$ cat src/sv/tcb_pkg.sv
// ----------------------------------------------------------------------------
// tcb_pkg
// Shared types and codes of the text cell buffer: commands, navigation keys,
// control characters, word layouts and the configuration write bundle.
// ----------------------------------------------------------------------------
package tcb_pkg;

    typedef logic [1:0]  t_cmd;
    typedef logic [15:0] t_cell;
    typedef logic [7:0]  t_rep;
    typedef logic [6:0]  t_caret_col;
    typedef logic [5:0]  t_caret_row;

    localparam t_cmd CMD_NAV  = 2'd0;
    localparam t_cmd CMD_TYPE = 2'd1;
    localparam t_cmd CMD_READ = 2'd2;

    localparam t_cell KEY_HOME  = 16'd0;
    localparam t_cell KEY_END   = 16'd1;
    localparam t_cell KEY_PGUP  = 16'd2;
    localparam t_cell KEY_PGDN  = 16'd3;
    localparam t_cell KEY_LEFT  = 16'd4;
    localparam t_cell KEY_RIGHT = 16'd5;
    localparam t_cell KEY_UP    = 16'd6;
    localparam t_cell KEY_DOWN  = 16'd7;
    localparam t_cell KEY_DEL   = 16'd8;

    localparam t_cell CH_SPACE = 16'h0020;
    localparam t_cell CH_BS    = 16'h0008;
    localparam t_cell CH_TAB   = 16'h0009;
    localparam t_cell CH_LF    = 16'h000A;
    localparam t_cell CH_CR    = 16'h000D;
    localparam t_cell CH_ESC   = 16'h001B;

    // tab stops sit on multiples of a power of two
    localparam int TAB_STOP = 8;

    // width used to compare read coordinates against the sizes in use
    localparam int CMP_W = 9;

    typedef enum logic {
        REG_COLUMNS = 1'b0,
        REG_ROWS    = 1'b1
    } t_reg_idx;

    typedef struct packed {
        logic       we;
        t_reg_idx   idx;
        logic [7:0] data;
    } t_cfg_wr;

    typedef struct packed {
        t_cmd       command;
        t_cell      code;
        t_rep       repeat_count;
        t_caret_col read_column;
        t_caret_row read_row;
    } t_item;

    typedef struct packed {
        t_caret_col caret_column;
        t_caret_row caret_row;
        t_cell      cell_value;
    } t_result;

endpackage

$ cat src/sv/tcb_seq.sv
// ----------------------------------------------------------------------------
// tcb_seq
// Sequencer of the text cell buffer: holds sizes and caret, runs each
// command as read/modify/write steps on the cell RAM, clears the RAM.
// ----------------------------------------------------------------------------
module tcb_seq #(
    parameter int MAX_COLUMNS = 128,
    parameter int MAX_ROWS    = 64,
    localparam int CW         = $clog2(MAX_COLUMNS),
    localparam int RW         = $clog2(MAX_ROWS),
    localparam int AW         = CW + RW
) (
    input  logic              i_clk,
    input  logic              i_rst_n,
    input  tcb_pkg::t_cfg_wr  i_cfg,
    input  logic              i_item_valid,
    output logic              o_item_ready,
    input  tcb_pkg::t_item    i_item,
    output logic              o_res_valid,
    input  logic              i_res_ready,
    output tcb_pkg::t_result  o_res,
    output logic              o_ram_we,
    output logic [AW-1:0]     o_ram_waddr,
    output tcb_pkg::t_cell    o_ram_wdata,
    output logic [AW-1:0]     o_ram_raddr,
    input  tcb_pkg::t_cell    i_ram_rdata
);
    import tcb_pkg::*;

    localparam int CNT_W  = $clog2(MAX_COLUMNS + 1);
    localparam int RCNT_W = $clog2(MAX_ROWS + 1);
    localparam int COLS_RST = (80 > MAX_COLUMNS) ? MAX_COLUMNS : 80;
    localparam int ROWS_RST = (25 > MAX_ROWS) ? MAX_ROWS : 25;

    localparam logic [3:0] S_CLEAR   = 4'd0;
    localparam logic [3:0] S_IDLE    = 4'd1;
    localparam logic [3:0] S_EXEC    = 4'd2;
    localparam logic [3:0] S_DEL_RD  = 4'd3;
    localparam logic [3:0] S_DEL_WR  = 4'd4;
    localparam logic [3:0] S_DEL_END = 4'd5;
    localparam logic [3:0] S_TAB     = 4'd6;
    localparam logic [3:0] S_RD_WAIT = 4'd7;
    localparam logic [3:0] S_DONE    = 4'd8;

    logic [3:0]        r_state, n_state;
    logic              r_busy, n_busy;
    logic [CNT_W-1:0]  r_cols, n_cols;
    logic [RCNT_W-1:0] r_rows, n_rows;
    logic [CW-1:0]     r_col, n_col;
    logic [RW-1:0]     r_row, n_row;
    t_cmd              r_cmd, n_cmd;
    t_cell             r_code, n_code;
    t_rep              r_rep, n_rep;
    t_caret_col        r_rcol, n_rcol;
    t_caret_row        r_rrow, n_rrow;
    logic [CW-1:0]     r_x, n_x;
    logic [AW-1:0]     r_clr, n_clr;
    t_cell             r_cell, n_cell;

    logic [CNT_W-1:0]  col_inc;
    logic              col_at_end;
    logic [RCNT_W-1:0] row_inc;
    logic [RW-1:0]     row_wrap;
    logic [CW-1:0]     adv_col;
    logic [RW-1:0]     adv_row;
    logic [CNT_W-1:0]  x_inc;
    logic              x_has_next;
    logic [CW-1:0]     cols_m1;
    logic [RW-1:0]     rows_m1;
    logic              in_range;
    logic [3:0]        finish_st;
    logic [CMP_W-1:0]  cfg_v;

    always_comb begin
        col_inc    = CNT_W'(r_col) + CNT_W'(1);
        col_at_end = col_inc >= r_cols;
        row_inc    = RCNT_W'(r_row) + RCNT_W'(1);
        row_wrap   = (row_inc >= r_rows) ? '0 : RW'(row_inc);
        adv_col    = col_at_end ? '0 : CW'(col_inc);
        adv_row    = col_at_end ? row_wrap : r_row;
        x_inc      = CNT_W'(r_x) + CNT_W'(1);
        x_has_next = x_inc < r_cols;
        cols_m1    = CW'(r_cols - CNT_W'(1));
        rows_m1    = RW'(r_rows - RCNT_W'(1));
        in_range   = (CMP_W'(r_rcol) < CMP_W'(r_cols)) &&
                     (CMP_W'(r_rrow) < CMP_W'(r_rows));
        finish_st  = (r_cmd == CMD_TYPE) ? S_EXEC : S_DONE;
    end

    always_comb begin
        n_state = r_state;
        n_busy  = r_busy;
        n_cols  = r_cols;
        n_rows  = r_rows;
        n_col   = r_col;
        n_row   = r_row;
        n_cmd   = r_cmd;
        n_code  = r_code;
        n_rep   = r_rep;
        n_rcol  = r_rcol;
        n_rrow  = r_rrow;
        n_x     = r_x;
        n_clr   = r_clr;
        n_cell  = r_cell;
        cfg_v   = '0;

        o_ram_we    = 1'b0;
        o_ram_waddr = {r_row, r_col};
        o_ram_wdata = CH_SPACE;
        o_ram_raddr = {r_row, CW'(x_inc)};

        unique case (r_state)
            S_CLEAR: begin
                o_ram_we    = 1'b1;
                o_ram_waddr = r_clr;
                n_clr       = r_clr + AW'(1);
                if (r_clr == '1) begin
                    n_state = r_busy ? finish_st : S_IDLE;
                end
            end
            S_IDLE: begin
                if (i_item_valid) begin
                    n_busy  = 1'b1;
                    n_cmd   = i_item.command;
                    n_code  = i_item.code;
                    n_rep   = i_item.repeat_count;
                    n_rcol  = i_item.read_column;
                    n_rrow  = i_item.read_row;
                    n_cell  = '0;
                    n_state = S_EXEC;
                end
            end
            S_EXEC: begin
                if (r_cmd == CMD_NAV) begin
                    n_state = S_DONE;
                    unique case (r_code)
                        KEY_HOME:  n_col = '0;
                        KEY_END:   n_col = cols_m1;
                        KEY_PGUP:  n_row = '0;
                        KEY_PGDN:  n_row = rows_m1;
                        KEY_LEFT:  if (r_col != '0) n_col = r_col - CW'(1);
                        KEY_RIGHT: if (!col_at_end) n_col = CW'(col_inc);
                        KEY_UP:    if (r_row != '0) n_row = r_row - RW'(1);
                        KEY_DOWN:  if (row_inc < r_rows) n_row = RW'(row_inc);
                        KEY_DEL: begin
                            n_x     = r_col;
                            n_state = S_DEL_RD;
                        end
                        default: ;
                    endcase
                end else if (r_cmd == CMD_TYPE) begin
                    if (r_rep == '0) begin
                        n_state = S_DONE;
                    end else begin
                        n_rep = r_rep - t_rep'(1);
                        unique case (r_code)
                            CH_BS: begin
                                if (r_col != '0) begin
                                    n_col   = r_col - CW'(1);
                                    n_x     = r_col - CW'(1);
                                    n_state = S_DEL_RD;
                                end
                            end
                            CH_TAB: n_state = S_TAB;
                            CH_LF:  n_row = row_wrap;
                            CH_CR: begin
                                n_col = '0;
                                n_row = row_wrap;
                            end
                            CH_ESC: begin
                                n_col   = '0;
                                n_row   = '0;
                                n_clr   = '0;
                                n_state = S_CLEAR;
                            end
                            default: begin
                                o_ram_we    = 1'b1;
                                o_ram_wdata = r_code;
                                n_col       = adv_col;
                                n_row       = adv_row;
                            end
                        endcase
                    end
                end else if (r_cmd == CMD_READ) begin
                    o_ram_raddr = {RW'(r_rrow), CW'(r_rcol)};
                    n_state     = in_range ? S_RD_WAIT : S_DONE;
                end else begin
                    n_state = S_DONE;
                end
            end
            S_DEL_RD: begin
                n_state = x_has_next ? S_DEL_WR : S_DEL_END;
            end
            S_DEL_WR: begin
                o_ram_we    = 1'b1;
                o_ram_waddr = {r_row, r_x};
                o_ram_wdata = i_ram_rdata;
                n_x         = CW'(x_inc);
                n_state     = S_DEL_RD;
            end
            S_DEL_END: begin
                o_ram_we    = 1'b1;
                o_ram_waddr = {r_row, cols_m1};
                n_state     = finish_st;
            end
            S_TAB: begin
                o_ram_we = 1'b1;
                n_col    = adv_col;
                n_row    = adv_row;
                if ((adv_col & CW'(TAB_STOP - 1)) == '0) begin
                    n_state = finish_st;
                end
            end
            S_RD_WAIT: begin
                n_cell  = i_ram_rdata;
                n_state = S_DONE;
            end
            S_DONE: begin
                if (i_res_ready) begin
                    n_busy  = 1'b0;
                    n_state = S_IDLE;
                end
            end
            default: n_state = S_IDLE;
        endcase

        if (i_cfg.we) begin
            if (i_cfg.idx == REG_COLUMNS) begin
                cfg_v = CMP_W'(i_cfg.data);
                if (cfg_v == '0) cfg_v = CMP_W'(1);
                if (cfg_v > CMP_W'(MAX_COLUMNS)) cfg_v = CMP_W'(MAX_COLUMNS);
                n_cols = CNT_W'(cfg_v);
            end else begin
                cfg_v = CMP_W'(i_cfg.data[6:0]);
                if (cfg_v == '0) cfg_v = CMP_W'(1);
                if (cfg_v > CMP_W'(MAX_ROWS)) cfg_v = CMP_W'(MAX_ROWS);
                n_rows = RCNT_W'(cfg_v);
            end
            n_col   = '0;
            n_row   = '0;
            n_clr   = '0;
            n_state = S_CLEAR;
        end
    end

    always_ff @(posedge i_clk) begin
        if (!i_rst_n) begin
            r_state <= S_CLEAR;
            r_busy  <= 1'b0;
            r_cols  <= CNT_W'(COLS_RST);
            r_rows  <= RCNT_W'(ROWS_RST);
            r_col   <= '0;
            r_row   <= '0;
            r_rep   <= '0;
            r_x     <= '0;
            r_clr   <= '0;
        end else begin
            r_state <= n_state;
            r_busy  <= n_busy;
            r_cols  <= n_cols;
            r_rows  <= n_rows;
            r_col   <= n_col;
            r_row   <= n_row;
            r_rep   <= n_rep;
            r_x     <= n_x;
            r_clr   <= n_clr;
        end
    end

    always_ff @(posedge i_clk) begin
        r_cmd  <= n_cmd;
        r_code <= n_code;
        r_rcol <= n_rcol;
        r_rrow <= n_rrow;
        r_cell <= n_cell;
    end

    assign o_item_ready       = (r_state == S_IDLE);
    assign o_res_valid        = (r_state == S_DONE);
    assign o_res.caret_column = t_caret_col'(r_col);
    assign o_res.caret_row    = t_caret_row'(r_row);
    assign o_res.cell_value   = r_cell;

endmodule

$ cat config.mk
export PLATFORM = sky130hd
export DESIGN_NAME = tcb_seq
export DESIGN_NICKNAME = d
export VERILOG_FILES = /design/src/sv/tcb_pkg.sv /design/src/sv/tcb_seq.sv
export SDC_FILE = /design/constraint.sdc
export NUM_CORES = 1
export LEC_CHECK = 0
export BUFFER_PORTS_ARGS = -buffer_cell sky130_fd_sc_hd__buf_4
export CORE_ASPECT_RATIO = 1.75
export CORE_UTILIZATION = 30
export CTS_CLUSTER_DIAMETER = 40
export DETAILED_ROUTE_END_ITERATION = 12
export HOLD_SLACK_MARGIN = 0.1
export PLACE_DENSITY = 0.57
export SYNTH_ARGS = -nofsm -noshare
export SYNTH_HDL_FRONTEND = slang
export SYNTH_SLANG_ARGS = --single-unit
$ cat constraint.sdc
create_clock -name i_clk -period 2.8 [get_ports i_clk]
set_clock_uncertainty 0.05 [all_clocks]
set_input_delay 0 -clock i_clk [delete_from_list [all_inputs] [get_ports i_clk]]
set_output_delay 0 -clock i_clk [all_outputs]
set_load 0.005 [all_outputs]
# Word level (Yosys, flattened, before mapping)
# Index checks and enable logic that the tools add are counted.
[totals] ff_bits=108 output_inout_bits=74
[op_classes] addsub=9 n_lt_le_gt_ge=8 eq_ne=44 muxes=80 bitwise=2 n_reduce_logical=34
[ops] cell="13-bit two-way mux" count=8
[ops] cell="7-bit two-way mux" count=14
[ops] cell="16-bit two-way mux" count=5
[ops] cell="16-bit by 3-bit equality test with 1-bit output, second input constant" count=4
[ops] cell="16-bit by 4-bit equality test with 1-bit output, second input constant" count=4
[ops] cell="16-bit case mux with 2 select lines" count=2
[ops] cell="4-bit two-way mux" count=13
[ops] cell="8-bit two-way mux" count=6
[ops] cell="6-bit two-way mux" count=7
[ops] cell="13-bit case mux with 3 select lines" count=1
[ops] cell="9-bit two-way mux" count=4
[ops] cell="4-bit case mux with 9 select lines" count=1
[ops] cell="16-bit by 2-bit equality test with 1-bit output, second input constant" count=2
[ops] cell="7-bit case mux with 2 select lines" count=2
[ops] cell="7-bit case mux with 4 select lines" count=1
[ops] cell="13-bit case mux with 2 select lines" count=1
[ops] cell="6-bit case mux with 4 select lines" count=1
[ops] cell="7-bit case mux with 3 select lines" count=1
[ops] cell="6-bit case mux with 3 select lines" count=1
[ops] cell="7-bit by 1-bit adder with 8-bit output, second input constant" count=2
[ops] cell="16-bit by 1-bit equality test with 1-bit output, second input constant" count=1
[ops] cell="16-bit by 5-bit equality test with 1-bit output, second input constant" count=1
[ops] cell="4-bit by 3-bit equality test with 1-bit output, second input constant" count=4
[ops] cell="16-bit zero test" count=1
[ops] cell="other kinds (48)" count=90

# Depth between registers and ports, before layout
[depth] word_depth=9 mapped_depth=13 depth_no_buf=12

# Least setup slack after synthesis
# Ideal clock, no wire load.
[synth_path] path_type="register to register" startpoint="reg r_code[5]" endpoint="reg r_row[1]" setup_time_ps=65 arrival_time_ps=2978 setup_slack_ps=-292 path_stages_with_launch=11 period_less_slack_ps=3092 cell_sequence="edfxtp_1 or4_1 buf_2 nor4_2 nand4_1 a21oi_1 ha_1 nand4b_1 and2_1 o311a_1 nor2_1"
[synth_via] elab_chain_cells=7 elab_cells_between_ends=22
[synth_lines] item="start, declared" line="tcb_seq.sv:52" text="t_cell r_code, n_code;"
[synth_lines] item="start signal, assigned" line="tcb_seq.sv:272" text="r_code <= n_code;"
[synth_lines] item="16-bit by 4-bit equality test with 1-bit output" line="tcb_seq.sv:156" text="unique case (r_code)"
[synth_lines] item="2-bit OR reduction (no line)"
[synth_lines] item="6-bit case mux with 3 select lines" line="tcb_seq.sv:156"
[synth_lines] item="6-bit two-way mux" line="tcb_seq.sv:152" text="if (r_rep == '0) begin"
[synth_lines] item="6-bit two-way mux" line="tcb_seq.sv:151" text="end else if (r_cmd == CMD_TYPE) begin"
[synth_lines] item="6-bit two-way mux" line="tcb_seq.sv:134" text="if (r_cmd == CMD_NAV) begin"
[synth_lines] item="6-bit case mux with 2 select lines" line="tcb_seq.sv:112" text="unique case (r_state)"
[synth_lines] item="end signal, assigned" line="tcb_seq.sv:263" text="r_row <= n_row;"
[synth_lines] item="end, declared" line="tcb_seq.sv:50" text="logic [RW-1:0] r_row, n_row;"
# Parallel ways exist; a longest one is shown, timed or not. The select of a mux whose other input is x is not followed.
# A chain may end at the register's enable or synchronous reset.

# Worst setup path in the final report
[layout_path] startpoint="reg r_code[9]" endpoint="reg r_row[1]"
# The elaborated chain is that of the path after synthesis.

==> results.md <==
- Worst Slack Setup Final: -0.113 ns
- Critical Path AT: 3.18 ns
- Critical path type: flop to flop
- Global-route wire length before repair: 46.0 mm
- Worst slew pin tran: 0.749 ns
- Port buffer count: 142
- Fmax: 0.343 GHz
- Initial antenna violation count: 0
- Commonest cells after routing, fill and taps aside: buf_4 (291), nand2_1 (74), dlygate4sd3_1 (72), nor2_1 (68), a21oi_1 (61)
- Fin nets: 1,353
- Met3 Routed Length: 1.26 mm
- Synth area leader: edfxtp_1
- Cell Chain, Critical Path: or4_4 > nor4_4 > nand4_1 > a21oi_2 > ha_2 > nand4b_1 > and2_1 > o311a_1 > nor2_1
- Routed WL per cell: 19.3 µm
- Post-synth EDFFs: 47
- CP max stage delay: 0.59 ns
- R2R depth: 9
- Die height: 214 µm
- Comb pwr share: 0.109
- Clock-pin transition on the worst setup and hold timing paths: 0.08 ns
- HP Start: i_item[7]
- Reg2Reg Setup Slack: -0.11 ns
- GRT Residual Overflow: 0
- Largest net degree at the start of global routing: 40
- Clock Sinks: 108
- Max-cap check violation count: 0
- Synth-to-Final Area Change: 50.9%
- Final ANT Viol Nets: 0
- Top Layer Used: met4
- Worst IR drop on VDD: 286 µV
- Hold Crit Class: input pin to flop
- Initial DRC count: 469
- Top-level I/O count: 143
- Slew HR: 0.501
- Reg-to-reg endpoint: r_row[1]
- Post-Syn Area: 7720 µm²
- Period utilization: 1.04
- R2r startpoint: r_code[9]
- Final setup violation count: 4
- Final hold viol count: 0
- Clock buffer depth: 2
- Critical-path maximum fanout: 3
- Lkg Pwr: 4.94 nW
- Critical path's slowest cell: or4_4
- Post-synth top flop: dfxtp_1
- Tot Pwr: 0.00337 W
- First-pass iteration count of the detailed router: 6
- Final Max Slew Viols: 0
- Clock share of power: 0.399
- RSZ-0062 raised after global routing: yes
- Synth top area share: 0.183
- Failing checks: negative setup slack
- Via Count: 8,553
- Post-Syn Instances: 923
- Clk Latency, worst-skew pair: 0.38 ns
- Fillers: 2,489
- Switching portion of total power: 0.243
- P_int: 0.00255 W
- Dpl hpwl: 23.5 mm
- Critical Path End Type: flop
- Vias in the first global route: 8,559
- Post-synth net total: 1,034
- DRC: 0
- Ys async rst share: 0
- CTS tree: built
- Most common cell after layout, fill and taps aside: buf_4
- Placer Congestion: 0.929
- Min cycle time layout: 2.91 ns
- Yosys cell types: 75
- CP Launch Type: flop
- Yosys Warn Count: 0
- DRT met1 WL: 11.1 mm
- Flop pwr share: 0.492
- Core area: 25,200 µm²
- Req. time, crit path: 3.07 ns
- Net load switching power: 0.000820 W
- Avg Vias per Cell: 5.47
- Dominant cells by area after synthesis: edfxtp_1 (18%), dfxtp_1 (16%), ha_1 (6.8%)
- Die area: 26,400 µm²
- Mean post-synth cell area: 8.37 µm²
- H-tree depth: 3
- Starting Density: 0.306
- Min-Delay Path Depth: 2
- Post-Route Setup TNS: -0.214 ns
- Synth Register Bits: 108
- Row cnt: 77
- Layout cells sized above 1: 0.330
- Root buffer cell: clkbuf_16
- Hold endpoint: r_rcol[1]
- # diodes: 0
- Status: finished with violations
- Num CTS Buffers: 9
- Register area share after synthesis: 0.341
- Total GRT Usage: 0.230
- Drt total wl: 30.1 mm
- Metal2 WL: 16.2 mm
- Cell area power density: 289 nW/µm²
- Die W: 123 µm
-- metal layers --
layer	GRT usage	up-vias
li1	-	4076
met2	0.426	290
met3	0.0266	94
met5	0	-
met1	0.239	4093
met4	0.141	0
-- registers in the layout, indices dropped and copies added, names as in the netlist --
name,cells
r_rows,7
r_cmd,2
r_code,16
r_row,6
r_rep,8
r_state,4
r_x,7
r_cell,16
r_rcol,7
r_rrow,6
r_clr,13
r_cols,8
r_busy,1
r_col,7
-- cell usage after synthesis (16+ instances only) --
cell,count
inv_1,39
xor2_1,19
clkbuf_1,51
nor4_1,16
nand3_1,30
edfxtp_1,47
o21ai_0,39
a22o_1,16
a21oi_1,68
and2_1,29
nor2_1,72
nor2b_1,18
ha_1,42
nand2_1,75
dfxtp_1,61
nor3_1,26
xnor2_1,24
-- per-stage QoR --
step	worst slack, ns	cells	area, µm²	hold WS (ns)	utilization
finish	-0.113	1563	11700	0.285	0.462
global route	-0.259	1563	11700	0.287	0.462
CTS	-0.0598	1556	11300	0.266	0.446
detailed placement	-0.177	1462	10100	0.129	0.399
global placement	-0.134	1462	10100	0.129	0.399
floorplan	-0.141	923	7770	0.0489	-
-- worst max path at each step --
stage                from       end  slack, ns
2_1_floorplan  r_code[12]  r_row[1]      -0.14
3_3_place_gp   r_code[12]  r_row[3]      -0.13
3_5_place_dp   r_code[12]  r_col[4]      -0.18
4_1_cts         r_code[4]  r_row[3]      -0.06
5_1_grt        r_code[12]  r_row[1]      -0.26
6_report        r_code[9]  r_row[1]      -0.11
-- power by group through the flow --
stage / Sequential, W / Clock (W) / Combinational (W)
finish: 0.00166 / 0.00134 / 0.000368
global route: 0.00166 / 0.00144 / 0.000397
detailed placement: 0.00170 / 0 / 0.000270
CTS: 0.00166 / 0.00139 / 0.000359
floorplan: 0.00169 / 0 / 0.000110
global placement: 0.00169 / 0 / 0.000267
-- area by class of cell --
type / count / area (µm²) / share of cell area
Clock inverter: 4 / 37.5 / 0.00322
Timing Repair Buffer: 369 / 2970 / 0.255
Clock buffer: 12 / 268 / 0.0230
Inverter: 39 / 146 / 0.0126
Tap cell: 316 / 395 / 0.0339
Multi-Input combinational cell: 715 / 5190 / 0.446
Sequential cell: 108 / 2640 / 0.227
-- cell families (layout without fill, tap and decap cells) --
| kind of cell | count (synthesis) | in the layout | synth area share |
|---|---|---|---|
| and+or+nand+nor | 351 | 351 | 0.240 |
| AOI/OAI and AO/OA | 259 | 259 | 0.225 |
| DFF | 108 | 108 | 0.341 |
| buffers and inverters | 100 | 424 | 0.0491 |
| adders and majority gates | 44 | 44 | 0.0706 |
| xor gates and xnor gates | 43 | 43 | 0.0488 |
| muxes | 18 | 18 | 0.0256 |
-- critical path, delay by kind of cell, from the launching register on --
| kind | cells | cell delay (ns) |
|---|---|---|
| AOI/OAI and AO/OA | 2 | 0.51 |
| adders and majority gates | 1 | 0.29 |
| DFF | 1 | 0.39 |
| and+or+nand+nor | 6 | 1.59 |
-- what timing repair did --
action | 4_1_cts | 5_1_grt
gates resized for setup | 27 | 66
buffers inserted | 6 | 9
endpoints found under the setup margin | 36 | 41
pin swaps | 7 | 29
endpoints found under the hold margin | 83 | 0
hold buffers | 72 | 0
No activity file was read; power rests on OpenSTA's default activity.
